File: config.mk
export PLATFORM = sky130hd
export DESIGN_NAME = bus_node_poll_retry_scheduler_flat
export DESIGN_NICKNAME = d
export VERILOG_FILES = /design/src/design/bnprs_pkg.sv /design/src/design/bnprs_if.sv /design/src/design/bus_node_poll_retry_scheduler.sv /design/src/flat_wrapper.sv
export SDC_FILE = /design/constraint.sdc
export NUM_CORES = 1
export LEC_CHECK = 0
export BUFFER_PORTS_ARGS = -buffer_cell sky130_fd_sc_hd__buf_2
export CORE_MARGIN = 2
export CORE_UTILIZATION = 26
export CTS_CLUSTER_DIAMETER = 80
export CTS_CLUSTER_SIZE = 8
export DETAILED_ROUTE_END_ITERATION = 10
export PLACE_DENSITY = 0.38
export SLEW_MARGIN = 10
export SYNTH_ARGS = -nofsm -noshare
export SYNTH_HDL_FRONTEND = slang
export SYNTH_SLANG_ARGS = --single-unit
File: constraint.sdc
create_clock -name clk_i -period 9.86 [get_ports clk_i]
set_clock_uncertainty 0.15 [all_clocks]
set_input_delay 1.479 -clock clk_i [delete_from_list [all_inputs] [get_ports clk_i]]
set_output_delay 1.479 -clock clk_i [all_outputs]
set_load 0.02 [all_outputs]
File: src/design/bnprs_pkg.sv
package bnprs_pkg;

  localparam int unsigned MaxNodes   = 16;
  localparam int unsigned NodeW      = $clog2(MaxNodes);
  localparam int unsigned CountW     = NodeW + 1;
  localparam int unsigned PeriodW    = 26;
  localparam int unsigned LimitW     = 8;
  localparam int unsigned WaitCntW   = 9;
  localparam int unsigned OpCntW     = 2;
  localparam int unsigned TimeW      = 32;
  localparam int unsigned StatusW    = 2;
  localparam int unsigned CfgIdxW    = 2;
  localparam int unsigned CfgDataW   = PeriodW;
  localparam int unsigned NodeCountW = 5;

  localparam logic [PeriodW-1:0]    PeriodReset     = PeriodW'(500000);
  localparam logic [LimitW-1:0]     InnerLimitReset = LimitW'(10);
  localparam logic [LimitW-1:0]     OuterLimitReset = LimitW'(10);
  localparam logic [LimitW-1:0]     InnerLimitMin   = LimitW'(3);
  localparam logic [LimitW-1:0]     OuterLimitMin   = LimitW'(2);
  localparam logic [NodeCountW-1:0] NodeCountReset  = '0;
  localparam logic [NodeCountW-1:0] NodeCountMax    = NodeCountW'(MaxNodes);
  localparam logic [OpCntW-1:0]     OpsPerNodeLast  = OpCntW'(3);

  localparam logic [StatusW-1:0] StatusSuccess = 2'd0;
  localparam logic [StatusW-1:0] StatusWaiting = 2'd1;

  localparam logic [CfgIdxW-1:0] CfgCyclePeriod = 2'd0;
  localparam logic [CfgIdxW-1:0] CfgWaitInner   = 2'd1;
  localparam logic [CfgIdxW-1:0] CfgWaitOuter   = 2'd2;
  localparam logic [CfgIdxW-1:0] CfgNodeCount   = 2'd3;

endpackage

File: src/design/bnprs_if.sv
interface bnprs_in_if;
  logic                                 valid;
  logic                                 ready;
  logic [bnprs_pkg::TimeW-1:0]          now_us;
  logic [bnprs_pkg::StatusW-1:0]        last_status;

  modport source (output valid, output now_us, output last_status, input ready);
  modport sink (input valid, input now_us, input last_status, output ready);
endinterface

interface bnprs_out_if;
  logic                                 valid;
  logic                                 ready;
  logic [bnprs_pkg::NodeW-1:0]          node_index;
  logic                                 cycle_started;
  logic                                 node_advanced;

  modport source (output valid, output node_index, output cycle_started,
                  output node_advanced, input ready);
  modport sink (input valid, input node_index, input cycle_started,
                input node_advanced, output ready);
endinterface

File: src/design/bus_node_poll_retry_scheduler.sv
// Round-robin poll scheduler for up to 16 bus nodes. Every input beat carries the
// current microsecond time and the last transaction status, and yields exactly
// one output beat with the polled node index and the cycle-start and advance
// flags. A beat is taken every clock: the whole update is one time compare and
// a few counter steps between the state registers and a single output register,
// and a new beat is accepted whenever that register is empty or being drained.
// Write the configuration registers only while no beat is in flight.
module bus_node_poll_retry_scheduler (
  input  logic                                clk_i,
  input  logic                                rst_ni,
  input  logic                                cfg_we_i,
  input  logic [bnprs_pkg::CfgIdxW-1:0]       cfg_idx_i,
  input  logic [bnprs_pkg::CfgDataW-1:0]      cfg_data_i,
  bnprs_in_if.sink                            in_i,
  bnprs_out_if.source                         out_o
);
  import bnprs_pkg::*;

  logic [PeriodW-1:0]    period_q;
  logic [LimitW-1:0]     lim_in_q, lim_out_q;
  logic [NodeCountW-1:0] nodes_q;

  logic [TimeW-1:0]    start_q, start_d;
  logic [WaitCntW-1:0] inner_q, inner_d, outer_q, outer_d;
  logic [OpCntW-1:0]   ops_q, ops_d;
  logic [NodeW-1:0]    node_q, node_d;

  logic                out_valid_q;
  logic [NodeW-1:0]    out_node_q;
  logic                out_started_q, out_adv_q;

  logic                accept;
  logic [CountW-1:0]   count;
  logic [NodeW-1:0]    node_base;
  logic [CountW-1:0]   node_inc;
  logic [NodeW-1:0]    node_next;
  logic                due;
  logic                started, advanced;
  logic [LimitW-1:0]   cfg_lim;

  assign in_i.ready = !out_valid_q || out_o.ready;
  assign accept     = in_i.valid && in_i.ready;

  assign count     = (nodes_q > NodeCountMax) ? CountW'(NodeCountMax) : CountW'(nodes_q);
  assign node_base = ({1'b0, node_q} >= count) ? '0 : node_q;
  assign node_inc  = {1'b0, node_base} + CountW'(1);
  assign node_next = (node_inc >= count) ? '0 : node_inc[NodeW-1:0];
  assign due       = (in_i.now_us - start_q) >= {{(TimeW-PeriodW){1'b0}}, period_q};
  assign cfg_lim   = cfg_data_i[LimitW-1:0];

  always_comb begin
    start_d  = start_q;
    inner_d  = inner_q;
    outer_d  = outer_q;
    ops_d    = ops_q;
    node_d   = node_base;
    started  = 1'b0;
    advanced = 1'b0;
    if (due) begin
      start_d = in_i.now_us;
      started = 1'b1;
      if (count != '0) begin
        if (in_i.last_status == StatusWaiting) begin
          if (inner_q > {1'b0, lim_in_q}) begin
            inner_d = '0;
            outer_d = outer_q + WaitCntW'(1);
          end else begin
            inner_d = inner_q + WaitCntW'(1);
          end
          if (outer_d > {1'b0, lim_out_q}) begin
            inner_d  = '0;
            outer_d  = '0;
            ops_d    = '0;
            node_d   = node_next;
            advanced = 1'b1;
          end
        end else begin
          inner_d = '0;
          outer_d = '0;
        end
        if (in_i.last_status == StatusSuccess) begin
          if (ops_q < OpsPerNodeLast) begin
            ops_d = ops_q + OpCntW'(1);
          end else begin
            ops_d    = '0;
            node_d   = node_next;
            advanced = 1'b1;
          end
        end
      end
    end
  end

  always_ff @(posedge clk_i or negedge rst_ni) begin
    if (!rst_ni) begin
      period_q  <= PeriodReset;
      lim_in_q  <= InnerLimitReset;
      lim_out_q <= OuterLimitReset;
      nodes_q   <= NodeCountReset;
    end else if (cfg_we_i) begin
      unique case (cfg_idx_i)
        CfgCyclePeriod: period_q  <= cfg_data_i;
        CfgWaitInner:   lim_in_q  <= (cfg_lim < InnerLimitMin) ? InnerLimitMin : cfg_lim;
        CfgWaitOuter:   lim_out_q <= (cfg_lim < OuterLimitMin) ? OuterLimitMin : cfg_lim;
        CfgNodeCount:   nodes_q   <= cfg_data_i[NodeCountW-1:0];
        default: ;
      endcase
    end
  end

  always_ff @(posedge clk_i or negedge rst_ni) begin
    if (!rst_ni) begin
      start_q <= '0;
      inner_q <= '0;
      outer_q <= '0;
      ops_q   <= '0;
      node_q  <= '0;
    end else if (accept) begin
      start_q <= start_d;
      inner_q <= inner_d;
      outer_q <= outer_d;
      ops_q   <= ops_d;
      node_q  <= node_d;
    end
  end

  always_ff @(posedge clk_i or negedge rst_ni) begin
    if (!rst_ni) begin
      out_valid_q <= 1'b0;
    end else if (accept) begin
      out_valid_q <= 1'b1;
    end else if (out_o.ready) begin
      out_valid_q <= 1'b0;
    end
  end

  always_ff @(posedge clk_i) begin
    if (accept) begin
      out_node_q    <= node_d;
      out_started_q <= started;
      out_adv_q     <= advanced;
    end
  end

  assign out_o.valid         = out_valid_q;
  assign out_o.node_index    = out_node_q;
  assign out_o.cycle_started = out_started_q;
  assign out_o.node_advanced = out_adv_q;

endmodule
File: src/flat_wrapper.sv
// flat-port wrapper written by rule: the top's interface ports become plain ports
module bus_node_poll_retry_scheduler_flat import bnprs_pkg::*;
  (clk_i, rst_ni, cfg_we_i, cfg_idx_i, cfg_data_i, in_i_valid, in_i_now_us, in_i_last_status, in_i_ready, out_o_valid, out_o_node_index, out_o_cycle_started, out_o_node_advanced, out_o_ready);
  bnprs_in_if in_i_i ();
  bnprs_out_if out_o_i ();
  input  logic clk_i;
  input  logic rst_ni;
  input  logic cfg_we_i;
  input  logic [bnprs_pkg::CfgIdxW-1:0] cfg_idx_i;
  input  logic [bnprs_pkg::CfgDataW-1:0] cfg_data_i;
  input wire logic [$bits(in_i_i.valid)-1:0] in_i_valid;
  input wire logic [$bits(in_i_i.now_us)-1:0] in_i_now_us;
  input wire logic [$bits(in_i_i.last_status)-1:0] in_i_last_status;
  output wire logic [$bits(in_i_i.ready)-1:0] in_i_ready;
  output wire logic [$bits(out_o_i.valid)-1:0] out_o_valid;
  output wire logic [$bits(out_o_i.node_index)-1:0] out_o_node_index;
  output wire logic [$bits(out_o_i.cycle_started)-1:0] out_o_cycle_started;
  output wire logic [$bits(out_o_i.node_advanced)-1:0] out_o_node_advanced;
  input wire logic [$bits(out_o_i.ready)-1:0] out_o_ready;
  assign in_i_i.valid = in_i_valid;
  assign in_i_i.now_us = in_i_now_us;
  assign in_i_i.last_status = in_i_last_status;
  assign in_i_ready = in_i_i.ready;
  assign out_o_valid = out_o_i.valid;
  assign out_o_node_index = out_o_i.node_index;
  assign out_o_cycle_started = out_o_i.cycle_started;
  assign out_o_node_advanced = out_o_i.node_advanced;
  assign out_o_i.ready = out_o_ready;
  bus_node_poll_retry_scheduler u_core (.clk_i(clk_i), .rst_ni(rst_ni), .cfg_we_i(cfg_we_i), .cfg_idx_i(cfg_idx_i), .cfg_data_i(cfg_data_i), .in_i(in_i_i), .out_o(out_o_i));
endmodule
# Yosys cells after proc, flatten, opt, wreduce, memory -nomap -nowiden
# Index checks and enable logic that the tools add are counted.
[classes]
order_cmp = 9
eq_ne = 4
n_addsub = 5
reduce_logical = 17
mux = 31
[op_table]
columns = ["cell", "n"]
rows = [
  ["$mux 9", 9],
  ["$ge 32x26->1", 1],
  ["$mux 4", 8],
  ["$sub 32x32->32", 1],
  ["$add 9x1->9 const B", 2],
  ["$gt 9x8->1", 2],
  ["$lt 8x2->1 const B", 2],
  ["$mux 8", 2],
  ["$reduce_and 2->1", 6],
  ["$mux 2", 4],
  ["$mux 1", 7],
  ["$reduce_bool 2->1", 3],
  ["$add 4x1->5 const B", 1],
  ["$ge 4x5->1", 1],
  ["$ge 5x5->1", 1],
  ["$gt 5x5->1 const B", 1],
  ["$mux 5", 1],
  ["$reduce_and 5->1", 1],
  ["$reduce_bool 5->1", 1],
  ["$eq 2x1->1 const B", 2],
  ["$eq 2x2->1 const B", 2],
  ["$logic_not 2->1", 2],
  ["$reduce_and 3->1", 1],
  ["$add 2x1->2 const B", 1],
  ["other kinds (4)", 4],
]
[word_totals]
ff_bits = 110
in_bits = 67
out_inout_bits = 8
word_cells = 79

# Logic depth before layout (Yosys ltp)
# Gate-level depths: netlist of run 1.
[depth]
word_depth = 13
ltp_mapped = 27

# Least setup slack after synthesis of run 1
# OpenSTA, ideal clock, no wires.
[synth_timing]
path_kind = "input port to flip-flop"
start = "input in_i_now_us[10]"
end = "register u_core.out_node_q[2] (netlist: u_core.out_o.node_index[2]) (data pin)"
arrival_ps = 5188
setup_ps = 275
setup_slack_ps = 4247
n_path_buf = 2
stages = 25
cell_sequence = "ha_1 > buf_6 > a21oi_2 > o211ai_1 > a221o_1 > a21oi_2 > o21ai_0 > a21oi_1 > nor2b_1 > o21a_1 > o21a_1 > nor2_1 > xnor2_1 > ha_1 > a21oi_1 > a21oi_1 > nor3_1 > nor2_1 > a211o_1 > a211oi_2 > nand4_2 > and2_4 > buf_2 > nand2_1 > o22ai_1"
[synth_via]
elab_chain_len = 3
[synth_rtl]
columns = ["item", "line", "text"]
rows = [
  ["start, declared", "flat_wrapper.sv:12", "input wire logic [$bits(in_i_i.now_us)-1:0] in_i_now_us;"],
  ["$sub 32x32->32", "bus_node_poll_retry_scheduler.sv:48", "assign due = (in_i.now_us - start_q) >= {{(TimeW-PeriodW){1'b0}}, period_q};"],
  ["$ge 32x26->1", "bus_node_poll_retry_scheduler.sv:48", ""],
  ["net u_core.due", "bus_node_poll_retry_scheduler.sv:37", "logic due;"],
  ["$mux 4", "bus_node_poll_retry_scheduler.sv:59", "if (due) begin"],
  ["net u_core.node_d[2]", "bus_node_poll_retry_scheduler.sv:26", "logic [NodeW-1:0] node_q, node_d;"],
  ["end signal, assigned", "bus_node_poll_retry_scheduler.sv:139", "out_node_q <= node_d;"],
  ["end, declared", "bus_node_poll_retry_scheduler.sv:29", "logic [NodeW-1:0] out_node_q;"],
]
# The timed path passes the listed nets, and every way through them passes these cells.
# A chain may end at the register's enable or synchronous reset.

# Final worst setup path of run 1
[layout_timing]
start = "input in_i_now_us[0]"
end = "register u_core.inner_q[6]"
[layout_via]
elab_chain_len = 3
[layout_rtl]
columns = ["item", "line", "text"]
rows = [
  ["$sub 32x32->32", "bus_node_poll_retry_scheduler.sv:48", ""],
  ["$ge 32x26->1", "bus_node_poll_retry_scheduler.sv:48", ""],
  ["net u_core.due", "bus_node_poll_retry_scheduler.sv:37", ""],
  ["$reduce_and 3->1 (no source line)", "-", ""],
  ["end signal, assigned", "bus_node_poll_retry_scheduler.sv:120", "inner_q <= inner_d;"],
  ["end, declared", "bus_node_poll_retry_scheduler.sv:24", "logic [WaitCntW-1:0] inner_q, inner_d, outer_q, outer_d;"],
]
# The timed path passes the listed nets, and every way through them passes these cells.

==> impl_metrics.yaml, run 1 <==
grt:
  grt_pass1_wl_um: 32000
  overflow: 0
  track_usage_pct: 13.1
  grt_max_degree: 64
  grt_antenna_before_repair: 0
  grt_pass1_vias: 6050
placed_design:
  hpwl_um: 15000
  pre_cts_ws_ns: 3.12
  portBuffers: 74
  gp_congestion: 0.790
die:
  core_area_mm2: 0.0289
  io_pins: 75
  row_count: 62
  dieWidth_um: 176
  die_h_um: 176
  initial_core_util_pct: 26.6
  fp.dieArea_mm2: 0.0309
timing:
  fin_tns_setup_ns: 0
  worstMarginPinSlew_ns: 0.760
  holdWs_ns: 0.335
  rsz0062_at_grt: "false"
  min_period_over_period_pct: 64.0
  hold_violations: 0
  fin_ws_ns: 3.55
  max_freq_mhz: 158
  post-route-min-period_ns: 6.31
  setup_violations: 0
  slew_headroom_pct: 49.4
  drv_slew: 0
logic_synthesis:
  avgSynthCellArea_um2: 8.81
  ys_top_cells_by_area: "dfrtp_1 30%, ha_1 14%, o21ai_0 5.5%, nand2_1 5.2%, inv_1 4.7%"
  synth_nets: 1025
  postSynth.asyncResetShare_pct: 94.5
  ys_ff_latch: 110
  synth_cell_types: 59
  synth_top_area_share_pct: 30.3
  synth_area_leader_cell: "dfrtp_1"
  syn_inst: 871
  ys_seq_area_share_pct: 36.5
  synth_area_mm2: 0.00767
  synth_edf_count: 6
  synth_warnings: 0
  synth_ff_type: "dfrtp_1"
clock_tree:
  cts_buffer_depth: 2
  cts_made_buffers: 9
  htreeDepth: 3
  cts_hold_buffers: 0
  cts_resized: 0
  clockRootBuffer: "clkbuf_16"
  post_cts_buffers: 0
  clk_pin_slew_worst_paths_ns: 0.09
  clkSinkCount: 110
  insertion_delay_ns: 0.37
  cts_tree: "built"
critical_path:
  cp_data_required_time_ns: 9.98
  critPathLaunchType: "primary input"
  cp_cell_sequence: "buf_2, inv_1, ha_1, inv_1, fa_1, a21oi_1, o211ai_1, a21oi_1, o21bai_1, a21oi_1, o21bai_1, a21oi_1, nor3_1, nor2_1, xnor2_1, ha_1, nand2_1, a2111oi_0, a211o_1, a211oi_2, nand4_2, and2_4, nand3_2, o31ai_1"
  cpMostUsedCell: "a21oi_1"
  r2r-end: "u_core.inner_q[6]"
  worstSetupPathType: "in -> reg"
  rrSetupSlack_ns: 4.43
  r2r-start: "u_core.start_q[0]"
  crit_path_top_delay_cell: "and2_4"
  ff2ff_path_depth: 22
  crit_arrival_ns: 6.43
  worstSetupEndpointType: "flip-flop"
  slowest_delay_ns: 0.66
  path_max_fanout: 63
power:
  p_int_mw: 1.01
  peakVddDrop_mv: 0.0844
  powerDensity_mw_per_mm2: 193
  seqPwrFrac_pct: 34.3
  power_switching_mw: 0.661
  p_leak_nw: 4.02
  switching_share_pct: 39.5
  p_comb_share_pct: 42.7
  clkPwrFrac_pct: 23.0
finish:
  multi_input_area_mm2: 0.00436
  drive_above_1_share_pct: 16.0
  diodes: 0
  fill_cells: 3081
  area.sequential_mm2: 0.00280
  synthToLayoutAreaGrowth_pct: 13.3
  nets: 1088
drt:
  drtIter0Drc: 245
  wl_per_cell_um: 14.7
  dr.pass1.iters: 5
  ant_nets: 0
  drc: 0
  via_count: 5947
  via_per_inst: 4.50
  wl_um: 19400
worst_hold_path:
  hold_class: "reg -> reg"
  whs_path_depth: 2
  hold_start: "u_core.lim_out_q[1]"
  holdPathEnd: "u_core.lim_out_q[1]"
job:
  maxCapViolations: 0
run_status:
  status: "complete, no violations"
==> metrics by stage <==
step	std cells	cell area, um2	util, %	total power [mW]
after floorplan	871	7670	-	1.11
after global placement	1307	8390	29.1	1.31
after detailed placement	1307	8390	29.1	1.31
after CTS	1323	8690	30.1	1.71
after global routing	1323	8690	30.1	1.84
final	1323	8690	30.1	1.67
==> power by group through the flow <==
stage          logic [mW]  registers, mW  clock network [mW]
5_1_grt             0.832          0.584               0.422
6_report            0.716          0.574               0.385
3_5_place_dp        0.724          0.583                   0
3_3_place_gp        0.728          0.583                   0
2_1_floorplan       0.535          0.580                   0
4_1_cts             0.728          0.575               0.404
==> state kept, by name, summed over array words and instances (netlist names) <==
signal	cells
u_core.start_q	32
u_core.period_q	26
u_core.inner_q	9
u_core.outer_q	9
u_core.lim_in_q	8
u_core.lim_out_q	8
u_core.nodes_q	5
u_core.node_q	4
u_core.out_o.node_index	4
u_core.ops_q	2
u_core.out_o.cycle_started	1
u_core.out_o.node_advanced	1
u_core.out_o.valid	1
==> per-layer routing <==
metal,global-route usage (%),part of all wire [%],vias to the layer above
met5,0,0,-
met4,2.07,0.62,0
met3,2.53,3.2,6
met2,22.4,47,72
met1,17.4,49,2743
li1,-,-,3126
==> cells in the final DEF (no fill, tap or decap), types with 11 or more instances in the layout <==
cell type,instances
xnor2_1,23
nor3_1,15
o21ai_1,20
dfrtp_1,93
nand2b_1,22
nor2b_1,13
nand3_1,24
mux2_2,20
buf_2,73
a21o_1,15
ha_1,86
a21oi_1,51
inv_1,96
xor2_1,15
nand2_1,107
o21ai_0,85
dfstp_2,11
nor2_1,36
==> cells in the mapped netlist (7+ instances only) <==
| cell type | n |
|---|---|
| xor2_1 | 15 |
| o21ai_0 | 85 |
| o21ai_1 | 20 |
| dfstp_2 | 11 |
| and3_1 | 7 |
| a21o_1 | 15 |
| o21ai_2 | 10 |
| o21a_1 | 7 |
| nand3_1 | 24 |
| mux2_2 | 20 |
| clkbuf_1 | 12 |
| nand2_1 | 107 |
| o211ai_1 | 7 |
| a21oi_1 | 51 |
| nor2b_1 | 13 |
| nand2b_1 | 22 |
| inv_1 | 96 |
| ha_1 | 86 |
| xnor2_1 | 23 |
| nor3_1 | 15 |
| buf_6 | 8 |
| nor2_1 | 36 |
| dfrtp_1 | 93 |
==> worst max path at each step <==
stage / start / end / slack (ns) / cells after the start
after global routing: in_i_now_us[0] / u_core.inner_q[6] / 2.85 / 24
after floorplan: in_i_now_us[10] / u_core.out_o.node_index[2] / 4.25 / 25
after global placement: in_i_now_us[0] / u_core.inner_q[7] / 3.17 / 24
final: in_i_now_us[0] / u_core.inner_q[6] / 3.55 / 24
after CTS: in_i_now_us[0] / u_core.inner_q[6] / 3.46 / 24
after detailed placement: in_i_now_us[0] / u_core.inner_q[6] / 3.12 / 24
==> critical path, delay by kind of cell <==
kind | cells | cell delay (ns)
AOI/OAI and AO/OA | 11 | 2.37
and+or+nand+nor | 6 | 1.42
adders and majority gates | 3 | 0.84
buffers and inverters | 3 | 0.21
xor gates and xnor gates | 1 | 0.09
==> cell families (layout without fill, tap and decap cells) <==
family                     after synthesis  in the layout  synth area share, %
adders and majority gates               87             87                 14.3
DFF                                    110            110                 36.5
xor gates and xnor gates                38             38                 4.34
and+or+nand+nor                        252            252                 15.7
buffers and inverters                  120            188                 6.72
AOI/OAI and AO/OA                      241            241                 19.0
muxes                                   23             23                 3.46
==> cell type report <==
cell class	count	area share, %
multi-input cells	641	50.2
flip-flops and latches	110	32.2
well taps	384	5.53
repair buffers	76	4.46
inverters	96	4.15
clock buffers	9	2.59
clock inverters	7	0.850
(Power assumes the default switching activity.)
==> run 2, diff against run 1 <==
- clock period: 9.86 -> 6.01 ns (I/O delays scaled with it)
==> impl_metrics.yaml, run 2 (same netlist as run 1, synthesis figures left out) <==
finish:
  layout_commonest_cell: "nand2_1"
  top_regs: "u_core.start_q x32, u_core.period_q x26"
  diodes: 0
  synthToLayoutAreaGrowth_pct: 13.8
  mostFrequentLayoutCells: "107 x nand2_1, 96 x inv_1, 93 x dfrtp_1"
  regMostFlops: "u_core.start_q"
  largest_reg_flops: 32
  fill_cells: 3171
  multi_input_area_mm2: 0.00436
  nets: 1094
  drive_above_1_share_pct: 16.5
  area.sequential_mm2: 0.00280
critical_path:
  cp_data_required_time_ns: 6.10
  r2r-end: "u_core.inner_q[7]"
  crit_start: "in_i_now_us[0]"
  path_max_fanout: 32
  crit_arrival_ns: 5.43
  ff2ff_path_depth: 20
  worstSetupEndpointType: "flip-flop"
  rrSetupSlack_ns: 0.85
  worstSetupPathType: "in -> reg"
  critPathLaunchType: "primary input"
  r2r-start: "u_core.lim_in_q[3]"
drt:
  dr.pass1.iters: 4
  drc: 0
  via_per_inst: 4.54
  wl_per_cell_um: 14.7
  wl_um: 19500
  drtIter0Drc: 252
  ant_nets: 0
  via_count: 6031
timing:
  post-route-min-period_ns: 5.34
  min_period_over_period_pct: 88.9
  slew_headroom_pct: 51.5
  setup_violations: 0
  fin_tns_setup_ns: 0
  hold_violations: 0
  max_freq_mhz: 187
  drv_slew: 0
  rsz0062_at_grt: "false"
  worstMarginPinSlew_ns: 0.728
clock_tree:
  cts_tree: "built"
  cts_resized: 0
  cts_hold_buffers: 0
  clk_pin_slew_worst_paths_ns: 0.08
  post_cts_buffers: 0
  cts_made_buffers: 9
  clkSinkCount: 110
  clockRootBuffer: "clkbuf_16"
  htreeDepth: 3
  insertion_delay_ns: 0.37
  cts_buffer_depth: 2
worst_hold_path:
  hold_class: "reg -> reg"
  hold_start: "u_core.lim_out_q[1]"
  whs_path_depth: 2
  holdPathEnd: "u_core.lim_out_q[1]"
die:
  initial_core_util_pct: 26.6
  io_pins: 75
  fp.dieArea_mm2: 0.0309
  dieWidth_um: 176
  die_h_um: 176
  row_count: 62
  core_area_mm2: 0.0289
job:
  maxCapViolations: 0
grt:
  grt_use_met1_pct: 17.7
  grt_max_degree: 56
  use_met2_pct: 21.9
  grt_pass1_wl_um: 31900
  overflow: 0
  track_usage_pct: 13.1
  grt_antenna_before_repair: 0
  top_usage_layer: "met2"
  met3_usage_pct: 2.88
  grt_pass1_vias: 5948
power:
  p_leak_nw: 4.04
  powerDensity_mw_per_mm2: 315
  p_total_mw: 2.75
  peakVddDrop_mv: 0.145
placed_design:
  gp_congestion: 0.799
  portBuffers: 74
  hpwl_um: 15200
run_status:
  status: "complete, no violations"
[run 2: cell count changes in the layout (fill, tap and decap cells not counted), sizes merged]
cell | previous run | this run
buf | 76 | 82
bufinv | 0 | 1
clkinv | 2 | 3
clkinvlp | 0 | 2
inv | 101 | 97
[run 2: worst max-delay path by stage]
stage	to	slack [ns]	depth (start not counted)
final	u_core.start_q[16]	0.67	25
after global routing	u_core.start_q[10]	0.31	25
after global placement	u_core.node_q[3]	0.24	24
after floorplan	u_core.out_o.node_index[2]	0.97	25
after detailed placement	u_core.start_q[16]	0.23	25
after CTS	u_core.start_q[16]	0.60	25
[run 2: power by group]
| part | internal, mW | switching (mW) | total (mW) |
|---|---|---|---|
| registers | 0.880 | 0.0614 | 0.942 |
| clock network | 0.325 | 0.306 | 0.631 |
| logic | 0.491 | 0.686 | 1.18 |
[run 2: worst max-delay path: stages]
cell and delay, ns:
buf_2 0.11, inv_1 0.05, ha_1 0.16, inv_1 0.06, fa_1 0.39, a21oi_1 0.26, o21ai_0 0.20, nor4_1 0.20
nor2_1 0.14, a21o_1 0.17, a21oi_1 0.16, xnor2_1 0.10, ha_1 0.18, a21o_1 0.15, a21o_1 0.17, a21oi_1 0.23
nand3_1 0.11, a31o_2 0.25, a211o_1 0.27, a211oi_2 0.17, nand4_2 0.29, and2_4 0.29, buf_4 0.24, nand2_1 0.10
o21ai_1 0.07
[run 2: layer usage]
metal	part of all wire, %	vias to the layer above
met1	49	2799
met3	2.9	8
li1	-	3150
met2	47	74
met4	0.88	0
met5	0	-
[run 2: per-stage QoR]
step / utilization (%) / instances / worst slack, ns / hold WS [ns] / instance area, um2
finish: 30.3 / 1329 / 0.668 / 0.336 / 8730
global route: 30.3 / 1329 / 0.312 / 0.373 / 8730
CTS: 30.3 / 1329 / 0.603 / 0.338 / 8730
detailed placement: 29.2 / 1313 / 0.234 / 0.326 / 8430
global placement: 29.2 / 1313 / 0.239 / 0.321 / 8430
floorplan: - / 871 / 0.974 / 0.304 / 7670
[run 2: layout make-up]
type	instances	area share, %
clock buffers	9	2.58
clock inverters	7	0.831
inverters	96	4.13
multi-input cells	641	50.0
flip-flops and latches	110	32.0
well taps	384	5.50
repair buffers	82	4.96
==> run 3, diff against run 2 <==
- BUFFER_PORTS_ARGS: -buffer_cell sky130_fd_sc_hd__buf_2 -> -buffer_cell sky130_fd_sc_hd__buf_4
==> impl_metrics.yaml, run 3 (same netlist as run 1, synthesis figures left out) <==
run_status:
  status: "complete, no violations"
placed_design:
  portBuffers: 74
  placed_area_mm2: 0.00862
  gp_congestion: 0.753
  hpwl_um: 15300
  dp_cells: 1313
finish:
  fill_cells: 3111
  drive_above_1_share_pct: 16.2
  final_area_mm2: 0.00888
  area.sequential_mm2: 0.00280
  largest_reg_flops: 32
  synthToLayoutAreaGrowth_pct: 15.8
  nets: 1094
  mostFrequentLayoutCells: "107 x nand2_1, 96 x inv_1, 93 x dfrtp_1"
  layout_commonest_cell: "nand2_1"
  final_cells: 1329
  top_regs: "u_core.start_q x32, u_core.period_q x26"
  regMostFlops: "u_core.start_q"
  diodes: 0
  multi_input_area_mm2: 0.00436
worst_hold_path:
  hold_class: "reg -> reg"
clock_tree:
  clockRootBuffer: "clkbuf_16"
  clk_pin_slew_worst_paths_ns: 0.08
  insertion_delay_ns: 0.36
  cts_hold_buffers: 0
  cts_tree: "built"
  cts_buffer_depth: 2
  htreeDepth: 3
  cts_resized: 0
  cts_made_buffers: 9
  clkSinkCount: 110
  post_cts_buffers: 0
drt:
  wl_per_cell_um: 14.7
  dr.pass1.iters: 4
  via_per_inst: 4.55
  drc: 0
  drtIter0Drc: 280
  via_count: 6044
  ant_nets: 0
  wl_um: 19500
power:
  peakVddDrop_mv: 0.128
  powerDensity_mw_per_mm2: 306
  p_total_mw: 2.72
  p_leak_nw: 4.09
critical_path:
  path_max_fanout: 38
  cp_data_required_time_ns: 6.10
  crit_path_top_delay_cell: "fa_1"
  worstSetupPathType: "in -> reg"
  crit_arrival_ns: 5.50
  slowest_delay_ns: 0.39
  worstSetupEndpointType: "flip-flop"
  crit_family: "compound AO/OA/AOI/OAI gates"
  critical_path_buf_inv_count: 4
  critPathLaunchType: "primary input"
grt:
  track_usage_pct: 13.3
  overflow: 0
  grt_pass1_wl_um: 32500
  grt_pass1_vias: 6129
  grt_antenna_before_repair: 0
  grt_max_degree: 59
timing:
  worstMarginPinSlew_ns: 0.810
  rsz0062_at_grt: "false"
  hold_violations: 0
  post-route-min-period_ns: 5.41
  max_freq_mhz: 185
  min_period_over_period_pct: 89.9
  slew_headroom_pct: 46.0
  setup_violations: 0
  fin_tns_setup_ns: 0
  drv_slew: 0
die:
  io_pins: 75
  initial_core_util_pct: 26.6
  die_h_um: 176
  core_area_mm2: 0.0289
  fp.dieArea_mm2: 0.0309
  dieWidth_um: 176
  row_count: 62
job:
  maxCapViolations: 0
==> run 3: cell types whose count changed in the layout (fill, tap and decap cells not counted) <==
cell / previous run / this run
bufinv_16: 1 / 0
clkinv_2: 2 / 1
clkinvlp_4: 2 / 1
clkbuf_1: 0 / 2
buf_2: 73 / 0
clkinv_1: 0 / 1
buf_4: 9 / 82
==> run 3: layout make-up <==
| cell class | instances | area share, % |
|---|---|---|
| Multi-Input combinational cell | 641 | 49.1 |
| Sequential cell | 110 | 31.5 |
| Timing Repair Buffer | 82 | 6.93 |
| Tap cell | 384 | 5.41 |
| Inverter | 96 | 4.06 |
| Clock buffer | 11 | 2.62 |
| Clock inverter | 5 | 0.380 |
==> run 3: report_power, final <==
group	total, mW	leakage [nW]	switching [mW]	internal, mW
Clock	0.579	0.128	0.296	0.283
Combinational	1.19	2.64	0.685	0.509
Sequential	0.944	1.33	0.0639	0.880
==> run 3: per-stage QoR <==
stage          util (%)  hold slack [ns]  worst slack, ns
2_1_floorplan         -            0.304            0.974
3_3_place_gp       29.9            0.322            0.218
3_5_place_dp       29.9            0.327            0.187
4_1_cts            30.8            0.339            0.561
5_1_grt            30.8            0.361            0.182
6_report           30.8            0.335            0.604
==> run 3: per-layer routing <==
layer	vias to the layer above	GRT usage (%)	part of all wire, %
met5	-	0	0
met3	9	2.21	2.4
met2	83	22.5	47
met4	0	2.79	0.90
met1	2790	17.8	50
li1	3162	-	-
==> run 3: final timing paths <==
kind	startpoint	end	slack, ns	cells after the start
setup / recovery	in_i_now_us[0]	u_core.start_q[19]	0.60	25
hold / removal	u_core.lim_out_q[1]	u_core.lim_out_q[1]	0.33	2
setup reg to reg	u_core.lim_in_q[3]	u_core.inner_q[7]	0.81	21
hold reg to reg	u_core.lim_out_q[1]	u_core.lim_out_q[1]	0.33	2
max in group asynchronous	rst_ni	u_core.start_q[19]	4.14	2
min in group asynchronous	rst_ni	u_core.node_q[1]	0.45	1
==> run 3: worst register-to-register path, delay by kind of cell (launching register included) <==
kind / cells / cell delay [ns]
AO/OA/AOI/OAI: 7 / 1.53
adder cells (fa/ha/maj): 2 / 0.58
flip-flops: 1 / 0.53
AND/OR/NAND/NOR: 9 / 1.86
XOR/XNOR: 1 / 0.26
buffers and inverters: 2 / 0.20
